<file path="config.mk">
export PLATFORM = sky130hd
export DESIGN_NAME = deadline_callout_timer_queue_flat
export DESIGN_NICKNAME = d
export VERILOG_FILES = /design/src/sv/dctq_pkg.sv /design/src/sv/dctq_if.sv /design/src/sv/dctq_slot_mem.sv /design/src/sv/dctq_out_reg.sv /design/src/sv/deadline_callout_timer_queue.sv /design/src/flat_wrapper.sv
export SDC_FILE = /design/constraint.sdc
export NUM_CORES = 2
export LEC_CHECK = 0
export ABC_CLOCK_PERIOD_IN_PS = 9850
export BUFFER_PORTS_ARGS = -buffer_cell sky130_fd_sc_hd__buf_2
export CAP_MARGIN = 0
export CELL_PAD_IN_SITES_DETAIL_PLACEMENT = 1
export CELL_PAD_IN_SITES_GLOBAL_PLACEMENT = 2
export CORE_MARGIN = 2
export CORE_UTILIZATION = 43
export DETAILED_ROUTE_END_ITERATION = 6
export MAX_ROUTING_LAYER = met4
export PLACE_DENSITY = 0.8
export SETUP_SLACK_MARGIN = 0.3
export SLEW_MARGIN = 20
export SYNTH_ARGS = -nofsm -noshare
export SYNTH_HDL_FRONTEND = slang
export SYNTH_SLANG_ARGS = --single-unit
</file>
<file path="constraint.sdc">
create_clock -name i_clk -period 9.85 [get_ports i_clk]
set_input_delay 1.4775 -clock i_clk [delete_from_list [all_inputs] [get_ports i_clk]]
set_output_delay 1.4775 -clock i_clk [all_outputs]
set_load 0.005 [all_outputs]
</file>
<file path="src/sv/dctq_pkg.sv">
package dctq_pkg;

    localparam int SLOT_COUNT_DEF = 16;
    localparam int MAX_FIRES      = 63;
    localparam int FIRE_W         = 6;

    typedef enum logic [2:0] {
        OP_PROCESS  = 3'd0,
        OP_ARM_DLY  = 3'd1,
        OP_ARM_AT   = 3'd2,
        OP_ARM_PER  = 3'd3,
        OP_CANCEL   = 3'd4,
        OP_POSTPONE = 3'd5
    } t_op;

    localparam logic KIND_FIRE  = 1'b0;
    localparam logic KIND_CLOSE = 1'b1;

    typedef enum logic [2:0] {
        ST_IDLE,
        ST_APPLY,
        ST_POST,
        ST_SCAN,
        ST_DECIDE,
        ST_FIRE,
        ST_CLOSE
    } t_state;

    typedef struct packed {
        logic        kind;
        logic [3:0]  fired_slot;
        logic        slot_idle;
        logic        last;
    } t_res;

    typedef struct packed {
        logic [63:0] deadline;
        logic [63:0] period;
        logic [31:0] stamp;
    } t_entry;

endpackage

</file>
<file path="src/sv/dctq_if.sv">
interface dctq_in_if;
    logic        valid;
    logic        ready;
    logic [2:0]  op;
    logic [3:0]  slot;
    logic [63:0] now_us;
    logic [63:0] time_value;
    logic [63:0] period_us;

    modport source(output valid, op, slot, now_us, time_value, period_us, input ready);
    modport sink(input valid, op, slot, now_us, time_value, period_us, output ready);
endinterface

interface dctq_out_if;
    logic       valid;
    logic       ready;
    logic       kind;
    logic [3:0] fired_slot;
    logic       slot_idle;
    logic       last;

    modport source(output valid, kind, fired_slot, slot_idle, last, input ready);
    modport sink(input valid, kind, fired_slot, slot_idle, last, output ready);
endinterface

</file>
<file path="src/sv/dctq_slot_mem.sv">
module dctq_slot_mem #(
    parameter int SLOT_COUNT = dctq_pkg::SLOT_COUNT_DEF,
    localparam int IW = (SLOT_COUNT > 1) ? $clog2(SLOT_COUNT) : 1
) (
    input  logic             i_clk,
    input  logic             i_we,
    input  logic [IW-1:0]    i_waddr,
    input  dctq_pkg::t_entry i_wdata,
    input  logic [IW-1:0]    i_raddr,
    output dctq_pkg::t_entry o_rdata
);

    dctq_pkg::t_entry r_mem [SLOT_COUNT];
    dctq_pkg::t_entry r_rdata;

    always_ff @(posedge i_clk) begin
        if (i_we) begin
            r_mem[i_waddr] <= i_wdata;
        end
        r_rdata <= r_mem[i_raddr];
    end

    assign o_rdata = r_rdata;

endmodule

</file>
<file path="src/sv/dctq_out_reg.sv">
module dctq_out_reg (
    input  logic           i_clk,
    input  logic           i_rst_n,
    input  logic           i_load,
    input  dctq_pkg::t_res i_res,
    output logic           o_free,
    dctq_out_if.source     o_out
);

    logic           r_valid;
    dctq_pkg::t_res r_res;

    always_ff @(posedge i_clk) begin
        if (!i_rst_n) begin
            r_valid <= 1'b0;
        end else if (i_load) begin
            r_valid <= 1'b1;
        end else if (o_out.ready) begin
            r_valid <= 1'b0;
        end
    end

    always_ff @(posedge i_clk) begin
        if (i_load) begin
            r_res <= i_res;
        end
    end

    assign o_free           = !r_valid || o_out.ready;
    assign o_out.valid      = r_valid;
    assign o_out.kind       = r_res.kind;
    assign o_out.fired_slot = r_res.fired_slot;
    assign o_out.slot_idle  = r_res.slot_idle;
    assign o_out.last       = r_res.last;

endmodule

</file>
<file path="src/sv/deadline_callout_timer_queue.sv">
// Deadline-ordered timer callout queue. Slot deadlines, periods and arming
// stamps sit in one single-port-read memory; armed bits are flip-flops.
// One item is taken at a time. Each fire costs one scan of the memory
// and a decide state, plus a fire state that waits while the output
// register is full. Cancel, postpone and unused ops skip the scan.
// The closing result (last set) reports whether the addressed slot is
// idle; up to 63 fires precede it.
module deadline_callout_timer_queue #(
    parameter int SLOT_COUNT = dctq_pkg::SLOT_COUNT_DEF
) (
    input  logic       i_clk,
    input  logic       i_rst_n,
    dctq_in_if.sink    i_in,
    dctq_out_if.source o_out
);

    localparam int IW = (SLOT_COUNT > 1) ? $clog2(SLOT_COUNT) : 1;
    localparam int CW = $clog2(SLOT_COUNT + 1);

    dctq_pkg::t_state r_state, n_state;

    logic [2:0]       r_op;
    logic [3:0]       r_slot;
    logic [63:0]      r_now, r_tv, r_per;
    logic [SLOT_COUNT-1:0] r_armed;
    logic [31:0]      r_counter;
    logic [CW-1:0]    r_cnt;
    logic             r_rd_act;
    logic [IW-1:0]    r_rd_idx;
    logic             r_have;
    logic [IW-1:0]    r_best_idx;
    logic [63:0]      r_best_dl, r_best_per;
    logic [31:0]      r_best_age;
    logic [dctq_pkg::FIRE_W-1:0] r_fires;

    logic             slot_ok;
    logic [IW-1:0]    slot_idx;
    logic             out_free;
    logic             out_load;
    dctq_pkg::t_res   out_res;
    logic             mem_we;
    logic [IW-1:0]    mem_waddr, mem_raddr;
    dctq_pkg::t_entry mem_wdata, mem_rdata;
    logic             is_arm;
    logic [63:0]      arm_dl;
    logic [31:0]      cand_age;
    logic             cand_due, cand_better;
    logic             issue;

    assign slot_ok  = 32'(r_slot) < SLOT_COUNT;
    assign slot_idx = IW'(r_slot);
    assign is_arm   = (r_op == dctq_pkg::OP_ARM_DLY) || (r_op == dctq_pkg::OP_ARM_AT)
                   || (r_op == dctq_pkg::OP_ARM_PER);
    assign arm_dl   = (r_op == dctq_pkg::OP_ARM_AT) ? ((r_tv > r_now) ? r_tv : r_now)
                                                    : r_now + r_tv;
    assign issue    = (r_state == dctq_pkg::ST_SCAN) && (r_cnt < CW'(SLOT_COUNT));
    assign cand_age = r_counter - mem_rdata.stamp;
    assign cand_due = r_rd_act && r_armed[r_rd_idx] && (mem_rdata.deadline <= r_now);
    assign cand_better = cand_due && (!r_have || (mem_rdata.deadline < r_best_dl)
                      || ((mem_rdata.deadline == r_best_dl) && (cand_age > r_best_age)));

    always_comb begin
        n_state = r_state;
        case (r_state)
            dctq_pkg::ST_IDLE: begin
                if (i_in.valid) n_state = dctq_pkg::ST_APPLY;
            end
            dctq_pkg::ST_APPLY: begin
                case (r_op) inside
                    dctq_pkg::OP_PROCESS, dctq_pkg::OP_ARM_DLY,
                    dctq_pkg::OP_ARM_AT, dctq_pkg::OP_ARM_PER: n_state = dctq_pkg::ST_SCAN;
                    dctq_pkg::OP_POSTPONE: begin
                        n_state = (slot_ok && r_armed[slot_idx]) ? dctq_pkg::ST_POST
                                                                 : dctq_pkg::ST_CLOSE;
                    end
                    default: n_state = dctq_pkg::ST_CLOSE;
                endcase
            end
            dctq_pkg::ST_POST:   n_state = dctq_pkg::ST_CLOSE;
            dctq_pkg::ST_SCAN: begin
                if (r_cnt == CW'(SLOT_COUNT)) n_state = dctq_pkg::ST_DECIDE;
            end
            dctq_pkg::ST_DECIDE: begin
                n_state = (!r_have || r_fires == dctq_pkg::FIRE_W'(dctq_pkg::MAX_FIRES))
                        ? dctq_pkg::ST_CLOSE : dctq_pkg::ST_FIRE;
            end
            dctq_pkg::ST_FIRE: begin
                if (out_free) n_state = dctq_pkg::ST_SCAN;
            end
            dctq_pkg::ST_CLOSE: begin
                if (out_free) n_state = dctq_pkg::ST_IDLE;
            end
            default: n_state = dctq_pkg::ST_IDLE;
        endcase
    end

    always_comb begin
        i_in.ready = 1'b0;
        mem_we     = 1'b0;
        mem_waddr  = slot_idx;
        mem_wdata  = '{deadline: arm_dl,
                       period: (r_op == dctq_pkg::OP_ARM_PER) ? r_per : 64'd0,
                       stamp: r_counter};
        mem_raddr  = r_cnt[IW-1:0];
        out_load   = 1'b0;
        out_res    = '{kind: dctq_pkg::KIND_CLOSE, fired_slot: 4'd0,
                       slot_idle: !(slot_ok && r_armed[slot_idx]), last: 1'b1};
        case (r_state)
            dctq_pkg::ST_IDLE:  i_in.ready = 1'b1;
            dctq_pkg::ST_APPLY: begin
                mem_we    = is_arm && slot_ok;
                mem_raddr = slot_idx;
            end
            dctq_pkg::ST_POST: begin
                mem_we    = 1'b1;
                mem_wdata = '{deadline: mem_rdata.deadline + r_tv,
                              period: mem_rdata.period, stamp: mem_rdata.stamp};
            end
            dctq_pkg::ST_FIRE: begin
                out_load  = out_free;
                out_res   = '{kind: dctq_pkg::KIND_FIRE, fired_slot: 4'(r_best_idx),
                              slot_idle: 1'b0, last: 1'b0};
                mem_we    = out_free && (r_best_per != 64'd0);
                mem_waddr = r_best_idx;
                mem_wdata = '{deadline: r_best_dl + r_best_per, period: r_best_per,
                              stamp: r_counter};
            end
            dctq_pkg::ST_CLOSE: out_load = out_free;
            default: ;
        endcase
    end

    always_ff @(posedge i_clk) begin
        if (!i_rst_n) begin
            r_state   <= dctq_pkg::ST_IDLE;
            r_armed   <= '0;
            r_counter <= 32'd0;
            r_rd_act  <= 1'b0;
        end else begin
            r_state  <= n_state;
            r_rd_act <= issue;
            case (r_state)
                dctq_pkg::ST_APPLY: begin
                    if (is_arm && slot_ok) begin
                        r_armed[slot_idx] <= 1'b1;
                        r_counter         <= r_counter + 32'd1;
                    end else if (r_op == dctq_pkg::OP_CANCEL && slot_ok) begin
                        r_armed[slot_idx] <= 1'b0;
                    end
                end
                dctq_pkg::ST_FIRE: begin
                    if (out_free) begin
                        if (r_best_per != 64'd0) begin
                            r_counter <= r_counter + 32'd1;
                        end else begin
                            r_armed[r_best_idx] <= 1'b0;
                        end
                    end
                end
                default: ;
            endcase
        end
    end

    always_ff @(posedge i_clk) begin
        if (i_in.valid && i_in.ready) begin
            r_op    <= i_in.op;
            r_slot  <= i_in.slot;
            r_now   <= i_in.now_us;
            r_tv    <= i_in.time_value;
            r_per   <= i_in.period_us;
            r_fires <= '0;
        end
        r_rd_idx <= r_cnt[IW-1:0];
        case (r_state)
            dctq_pkg::ST_APPLY, dctq_pkg::ST_FIRE: begin
                r_cnt  <= '0;
                r_have <= 1'b0;
                if (r_state == dctq_pkg::ST_FIRE && out_free) r_fires <= r_fires + 1'b1;
            end
            dctq_pkg::ST_SCAN: begin
                if (issue) r_cnt <= r_cnt + 1'b1;
                if (cand_better) begin
                    r_have     <= 1'b1;
                    r_best_idx <= r_rd_idx;
                    r_best_dl  <= mem_rdata.deadline;
                    r_best_per <= mem_rdata.period;
                    r_best_age <= cand_age;
                end
            end
            default: ;
        endcase
    end

    dctq_slot_mem #(.SLOT_COUNT(SLOT_COUNT)) u_mem (
        .i_clk   (i_clk),
        .i_we    (mem_we),
        .i_waddr (mem_waddr),
        .i_wdata (mem_wdata),
        .i_raddr (mem_raddr),
        .o_rdata (mem_rdata)
    );

    dctq_out_reg u_out (
        .i_clk   (i_clk),
        .i_rst_n (i_rst_n),
        .i_load  (out_load),
        .i_res   (out_res),
        .o_free  (out_free),
        .o_out   (o_out)
    );

    a_accept_apply: assert property (@(posedge i_clk) disable iff (!i_rst_n)
        (i_in.valid && i_in.ready) |=> (r_state == dctq_pkg::ST_APPLY))
        else $error("accepted item not applied");

    a_fire_limit: assert property (@(posedge i_clk) disable iff (!i_rst_n)
        (r_state == dctq_pkg::ST_FIRE) |-> (r_fires < dctq_pkg::FIRE_W'(dctq_pkg::MAX_FIRES)))
        else $error("fire limit exceeded");

    a_fire_not_last: assert property (@(posedge i_clk) disable iff (!i_rst_n)
        (out_load && out_res.kind == dctq_pkg::KIND_FIRE) |-> !out_res.last)
        else $error("fire result marked last");

    a_load_free: assert property (@(posedge i_clk) disable iff (!i_rst_n)
        out_load |-> out_free)
        else $error("output register overwritten");

endmodule
</file>
<file path="src/flat_wrapper.sv">
// flat-port wrapper written by rule: the top's interface ports become plain ports
module deadline_callout_timer_queue_flat 
#(
    parameter int SLOT_COUNT = dctq_pkg::SLOT_COUNT_DEF
)
  (i_clk, i_rst_n, i_in_valid, i_in_op, i_in_slot, i_in_now_us, i_in_time_value, i_in_period_us, i_in_ready, o_out_valid, o_out_kind, o_out_fired_slot, o_out_slot_idle, o_out_last, o_out_ready);
  dctq_in_if i_in_i ();
  dctq_out_if o_out_i ();
  input  logic i_clk;
  input  logic i_rst_n;
  input wire logic [$bits(i_in_i.valid)-1:0] i_in_valid;
  input wire logic [$bits(i_in_i.op)-1:0] i_in_op;
  input wire logic [$bits(i_in_i.slot)-1:0] i_in_slot;
  input wire logic [$bits(i_in_i.now_us)-1:0] i_in_now_us;
  input wire logic [$bits(i_in_i.time_value)-1:0] i_in_time_value;
  input wire logic [$bits(i_in_i.period_us)-1:0] i_in_period_us;
  output wire logic [$bits(i_in_i.ready)-1:0] i_in_ready;
  output wire logic [$bits(o_out_i.valid)-1:0] o_out_valid;
  output wire logic [$bits(o_out_i.kind)-1:0] o_out_kind;
  output wire logic [$bits(o_out_i.fired_slot)-1:0] o_out_fired_slot;
  output wire logic [$bits(o_out_i.slot_idle)-1:0] o_out_slot_idle;
  output wire logic [$bits(o_out_i.last)-1:0] o_out_last;
  input wire logic [$bits(o_out_i.ready)-1:0] o_out_ready;
  assign i_in_i.valid = i_in_valid;
  assign i_in_i.op = i_in_op;
  assign i_in_i.slot = i_in_slot;
  assign i_in_i.now_us = i_in_now_us;
  assign i_in_i.time_value = i_in_time_value;
  assign i_in_i.period_us = i_in_period_us;
  assign i_in_ready = i_in_i.ready;
  assign o_out_valid = o_out_i.valid;
  assign o_out_kind = o_out_i.kind;
  assign o_out_fired_slot = o_out_i.fired_slot;
  assign o_out_slot_idle = o_out_i.slot_idle;
  assign o_out_last = o_out_i.last;
  assign o_out_i.ready = o_out_ready;
  deadline_callout_timer_queue #(.SLOT_COUNT(SLOT_COUNT)) u_core (.i_clk(i_clk), .i_rst_n(i_rst_n), .i_in(i_in_i), .o_out(o_out_i));
endmodule
</file>
# After elaboration in Yosys (flattened, before gate mapping)
# Memories as Yosys holds them, arrays and structs flattened. A register that Yosys moved wholly into a read port is not among the register bits.
# Index checks and enable logic that the tools add are counted.
# totals
mem_bits_rw,2560
memories,1
out_inout_bits,9
register_bits,439
wordCells,150
# op_classes
bitwise_logic,5
magnitude_cmp,10
n_eq_ne,24
mux,47
add_sub_neg,7
n_reduce_logical,34
# mem_list
name,words,width,rd,rd_ports_with_merged_regs,wr,line,text
u_core.u_mem.r_mem,16,160,1,1,1,dctq_slot_mem.sv:13,dctq_pkg::t_entry r_mem [SLOT_COUNT];
# op_table
operator,count
one-hot mux 160 bit (2 select lines),1
adder 64 bit,3
two-way mux 64 bit,3
two-way mux 32 bit,3
equality test 64 bit,1
greater-than comparator 64 bit,1
<= comparator 64 bit,1
less-than comparator 64 bit,1
two-way mux 16 bit,4
one-hot mux 32 bit (2 select lines),1
nonzero test 64 bit,1
adder 32 x 1 -> 32 bit (second input constant),1
AND 16 bit,2
greater-than comparator 32 bit,1
inverter 16 bit,2
one-hot mux 16 bit (2 select lines),1
subtractor 32 bit,1
two-way mux 3 bit,7
one-hot mux 3 bit (7 select lines),1
two-way mux 6 bit,3
OR 16 bit,1
equality test 3 bit (second input constant),5
less-than comparator 4 x 5 -> 1 bit (second input constant),3
equality test 3 x 2 -> 1 bit (second input constant),4
29 further kinds,75

# Logic depth before layout (Yosys ltp)
# depth
depth_word,9
depth_mapped,27
mapped_depth_nobuf,27

# Modules after synthesis
# From an unflattened synthesis, not the netlist that was laid out.
# unflattened
hier_cells,8212
area_unflattened_um2,136128.1
# by_module_without_submodules
mod,cells_each,instances,seq_area_each_um2,area_each_um2
dctq_slot_mem,4191,1,80076.8,99300.2
deadline_callout_timer_queue,4010,1,12321.8,36568.8
dctq_out_reg,11,1,230.2,259.0

# Least setup slack after synthesis
# Ideal clock, no wire load.
# synth_timing
path_type,in2reg
startpoint,input o_out_ready
endpoint,memory u_core.u_mem.r_mem[13][0] (netlist bit) (enable)
arrival_time_ps,9165
setup_slack_ps,2
path_buffers,0
setup_ps,682
path_stages,7
cell_sequence,nand2b_1 -> nand2_1 -> o22a_1 -> nor2_2 -> nor2_1 -> a21o_1 -> nor2_1
# synth_via
elab_chain_len,5
# synth_rtl
element,line,text
"start, declared",flat_wrapper.sv:23,input wire logic [$bits(o_out_i.ready)-1:0] o_out_ready;
logical OR 1 bit,dctq_out_reg.sv:29,assign o_free = !r_valid || o_out.ready;
logical AND 1 bit,deadline_callout_timer_queue.sv:123,mem_we = out_free && (r_best_per != 64'd0);
one-hot mux 1 bit (3 select lines),deadline_callout_timer_queue.sv:108,case (r_state)
two-way mux 1 bit,dctq_slot_mem.sv:17,if (i_we) begin
two-way mux 1 bit (not written as such),dctq_slot_mem.sv:18,r_mem[i_waddr] <= i_wdata;
"end, declared",dctq_slot_mem.sv:13,
# Every way passes these cells.

# Worst setup path after layout
# layout_timing
startpoint,register u_core.u_mem.o_rdata[1] (netlist name)
endpoint,register u_core.r_best_dl[8] (enable)
# layout_via
elab_chain_len,6
# layout_rtl
element,line,text
subtractor 32 bit,deadline_callout_timer_queue.sv:57,assign cand_age = r_counter - mem_rdata.stamp;
named net u_core.cand_age[17],deadline_callout_timer_queue.sv:46,logic [31:0] cand_age;
greater-than comparator 32 bit,deadline_callout_timer_queue.sv:60,|| ((mem_rdata.deadline == r_best_dl) && (cand_age > r_best_age)));
logical AND 1 bit,deadline_callout_timer_queue.sv:60,
logical OR 1 bit,deadline_callout_timer_queue.sv:60,
logical AND 1 bit,deadline_callout_timer_queue.sv:59,assign cand_better = cand_due && (!r_have || (mem_rdata.deadline < r_best_dl)
AND reduction 2 bit (no line),n/a,
"end signal, assigned",deadline_callout_timer_queue.sv:186,r_best_dl <= mem_rdata.deadline;
"end, declared",deadline_callout_timer_queue.sv:32,"logic [63:0] r_best_dl, r_best_per;"
# The timed path passes the listed nets, and every way through them passes these cells.
# A chain may end at the register's enable or synchronous reset.

==> summary.txt <==
CP max stage delay: 0.79 ns
Least-Margin Pin Slew: 1.26 ns
Area of the multi-input gates: 41000 um^2
Yosys warning total: 0
Largest area contributor in the netlist: edfxtp_1
Post-CTS Setup Repair Bufs: 0
Avg Cell Area, Syn: 16.2 um^2
Setup violators final: 0
CTS Root Cell: clkbuf_16
Share of post-route cells with drive strength above 1: 18.3%
Vias/cell: 6.18
RSZ-0062 raised after global routing: false
Worst VDD drop: 246 uV
Initial antenna violation count: 13
H-tree depth: 5
Setup TNS: 0 ns
Worst r2r src: u_core.u_mem.o_rdata[1]$_DFF_P_
R2R Path End: u_core.r_best_dl[8]$_DFFE_PP_
Simple-gate area share of the yosys netlist: 5.49%
Hold Crit Class: reg2reg
Synth top area share: 64.7%
Reg power frac: 39.4%
CTS Buffer Depth: 4
Total GRT Usage: 26.5%
WL final: 419 mm
Routed via count: 81500
Fin crit period: 6.89 ns
CTS Buf Count: 332
Max-Cap Viols: 0
Syn Std Cell Area: 136000 um^2
Outcome: finished, final reports clean
CP Max Fanout: 115
RePlAce Congestion: 0.923
Starting Density: 43.2%
Most used cell, CP: a21o_1
Final hold slack: 0.425 ns
Post-synthesis adder-cell area fraction: 4.18%
Most frequent cells after synthesis: edfxtp_1, mux4_2, nand2_1
Most frequent cell after synthesis: edfxtp_1
Placeable Area: 315000 um^2
Num rows: 206
Leakage power: 53.1 nW
Crit-path leading delay family: compound AO/OA/AOI/OAI gates
Number of flops mapped to enable cells by yosys: 2935
Final period utilization: 69.9%
Switching Fraction: 35.6%
First-pass GRT wire length: 606 mm
Share of flip-flops with an asynchronous set or reset: 0%
Post-DP HPWL: 255 mm
Compound-cell area share of the yosys netlist: 7.80%
Synth cell types: 101
Critical-path top delay cell: o311a_4
Max Slew Vio Count: 0
Antenna Nets Post-Route: 0
Worst Hold Path EP: u_core.r_best_per[35]$_DFFE_PP_
Clock power frac: 25.3%
Syn-to-layout area delta: 13.3%
Global route overflow: 0
DIE WIDTH: 567 um
Drt drc: 0
Reg2reg setup slack: 2.96 ns
Syn nets: 9079
Pre-antenna DRT Iters: 6
Pwr Density: 330 nW/um^2
FF/Latch Area: 92600 um^2
DR WL/cell: 31.8 um
Largest family of logic cells by synthesized area: multiplexers
Xor/xnor share of the synthesized area: 1.48%
Setup Skew: 0.0744 ns
Clock slew at reported path FFs: 0.06 ns
CTS tree: yes
Die Height: 567 um
CTS sink count: 3158
Psw: 18.1 mW
Seq/Total Area, Yosys: 68.0%
WP buf/inv: 2
Cells after Synth: 8424
R2R depth: 27
Vias in the first global route: 84000
Fillcell total: 29900
Arrival time worst endpoint: 7.42 ns
WS Path Type: reg2reg
Top cells by area, synth: edfxtp_1, mux4_2, ha_1
WP data required: 10.38 ns
Nets: 9391
Top-Level Pins: 212
Final core utilization: 49.0%
Main synth FF type: edfxtp_1
Largest net degree at the start of global routing: 136
Slew margin rel.: 15.2%
Synthesized flop and latch total: 3158
Cell internal pwr: 32.8 mW
Clock latency on the worst-skew pair: 0.96 ns
Starting DRC count in detailed routing: 9656
Fmax: 145 MHz
Mux share of post-synthesis cell area: 10.8%
Post-CTS sizing: 0
Hold Startpoint: u_core.u_mem.o_rdata[67]$_DFF_P_
Startpoint types: flop
Hold-fix buffers, CTS: 0
Total power: 50.9 mW
Worst setup EP type: flop
Combinational share of power: 35.3%
Hold path depth: 0
Hold Violations, Final: 0
Port bufs: 211
Die ar.: 321000 um^2
## through the flow
step           cell area (um^2)  worst slack, ns  std cells
6_report                 154000             2.96      13200
5_1_grt                  154000             2.45      13200
4_1_cts                  154000             2.90      13200
3_5_place_dp             143000             3.04      12600
3_3_place_gp             143000             1.79      12500
2_1_floorplan            136000          0.00220       8424
## power groups by stage
stage | registers [mW] | logic (mW) | clock network (mW)
finish | 20.1 | 18.0 | 12.9
global route | 20.1 | 19.4 | 13.5
CTS | 20.1 | 17.8 | 13.1
detailed placement | 20.3 | 17.7 | 0
global placement | 20.2 | 17.0 | 0
floorplan | 19.8 | 11.9 | 0
## cells by family (layout without fill, tap and decap cells)
| group | Yosys count | after routing |
|---|---|---|
| multiplexers | 660 | 660 |
| XOR/XNOR | 230 | 230 |
| AO/OA/AOI/OAI | 1593 | 1593 |
| adder cells (fa/ha/maj) | 452 | 452 |
| buffers and inverters | 777 | 1373 |
| AND/OR/NAND/NOR | 1554 | 1554 |
| other | 0 | 7 |
| flip-flops | 3158 | 3158 |
## sequential cells by signal, indices dropped and copies added (netlist names), 5 cells and up, named ones only
signal and flops:
u_core.u_mem.r_mem 2560, u_core.u_mem.o_rdata 160, u_core.r_best_dl 64, u_core.r_best_per 64, u_core.r_now 64, u_core.r_per 64, u_core.r_tv 64, u_core.r_best_age 32
u_core.r_counter 32, u_core.r_fires 6, u_core.r_cnt 5
## worst max-delay path by stage
| stage | start | to | slack [ns] | cells after the start |
|---|---|---|---|---|
| 4_1_cts | u_core.u_mem.o_rdata[1]$_DFF_P_ | u_core.r_best_dl[8]$_DFFE_PP_ | 2.90 | 27 |
| 2_1_floorplan | o_out_ready | u_core.u_mem.r_mem[13][0]$_DFFE_PP_ | 0.002 | 7 |
| 3_3_place_gp | u_core.r_now[59]$_DFFE_PP_ | u_core.r_best_per[4]$_DFFE_PP_ | 1.79 | 12 |
| 5_1_grt | u_core.u_mem.o_rdata[1]$_DFF_P_ | u_core.r_best_dl[8]$_DFFE_PP_ | 2.45 | 27 |
| 6_report | u_core.u_mem.o_rdata[1]$_DFF_P_ | u_core.r_best_dl[8]$_DFFE_PP_ | 2.96 | 27 |
| 3_5_place_dp | u_core.u_mem.o_rdata[1]$_DFF_P_ | u_core.r_best_per[4]$_DFFE_PP_ | 3.04 | 27 |
## metal layers
layer  GRT usage [%]  share of wire, %
met1            36.9                42
met5               -                 0
met3            3.69               7.7
met4            7.00               2.7
met2            41.1                47
## area by class of cell
| cell class | instances | share of cell area [%] |
|---|---|---|
| clock inverters | 155 | 1.22 |
| clock buffers | 463 | 6.04 |
| flip-flops and latches | 3158 | 60.0 |
| well taps | 4160 | 3.37 |
| repair buffers | 387 | 1.84 |
| diodes | 7 | 0.0114 |
| inverters | 368 | 0.901 |
| multi-input cells | 4489 | 26.6 |
## cells in the final DEF, fill, tap and decap left out, types with 185 or more instances in the layout
cell type / synthesis / routed
a211oi_1: 189 / 189
a21oi_1: 388 / 385
a31oi_1: 185 / 185
and2_1: 197 / 197
buf_2: 87 / 214
clkbuf_16: 0 / 338
dfxtp_1: 223 / 223
edfxtp_1: 2935 / 2935
ha_1: 448 / 448
inv_1: 363 / 361
mux4_2: 649 / 649
nand2_1: 584 / 583
nor2_1: 288 / 270
Power figures use the tool's default switching activity.
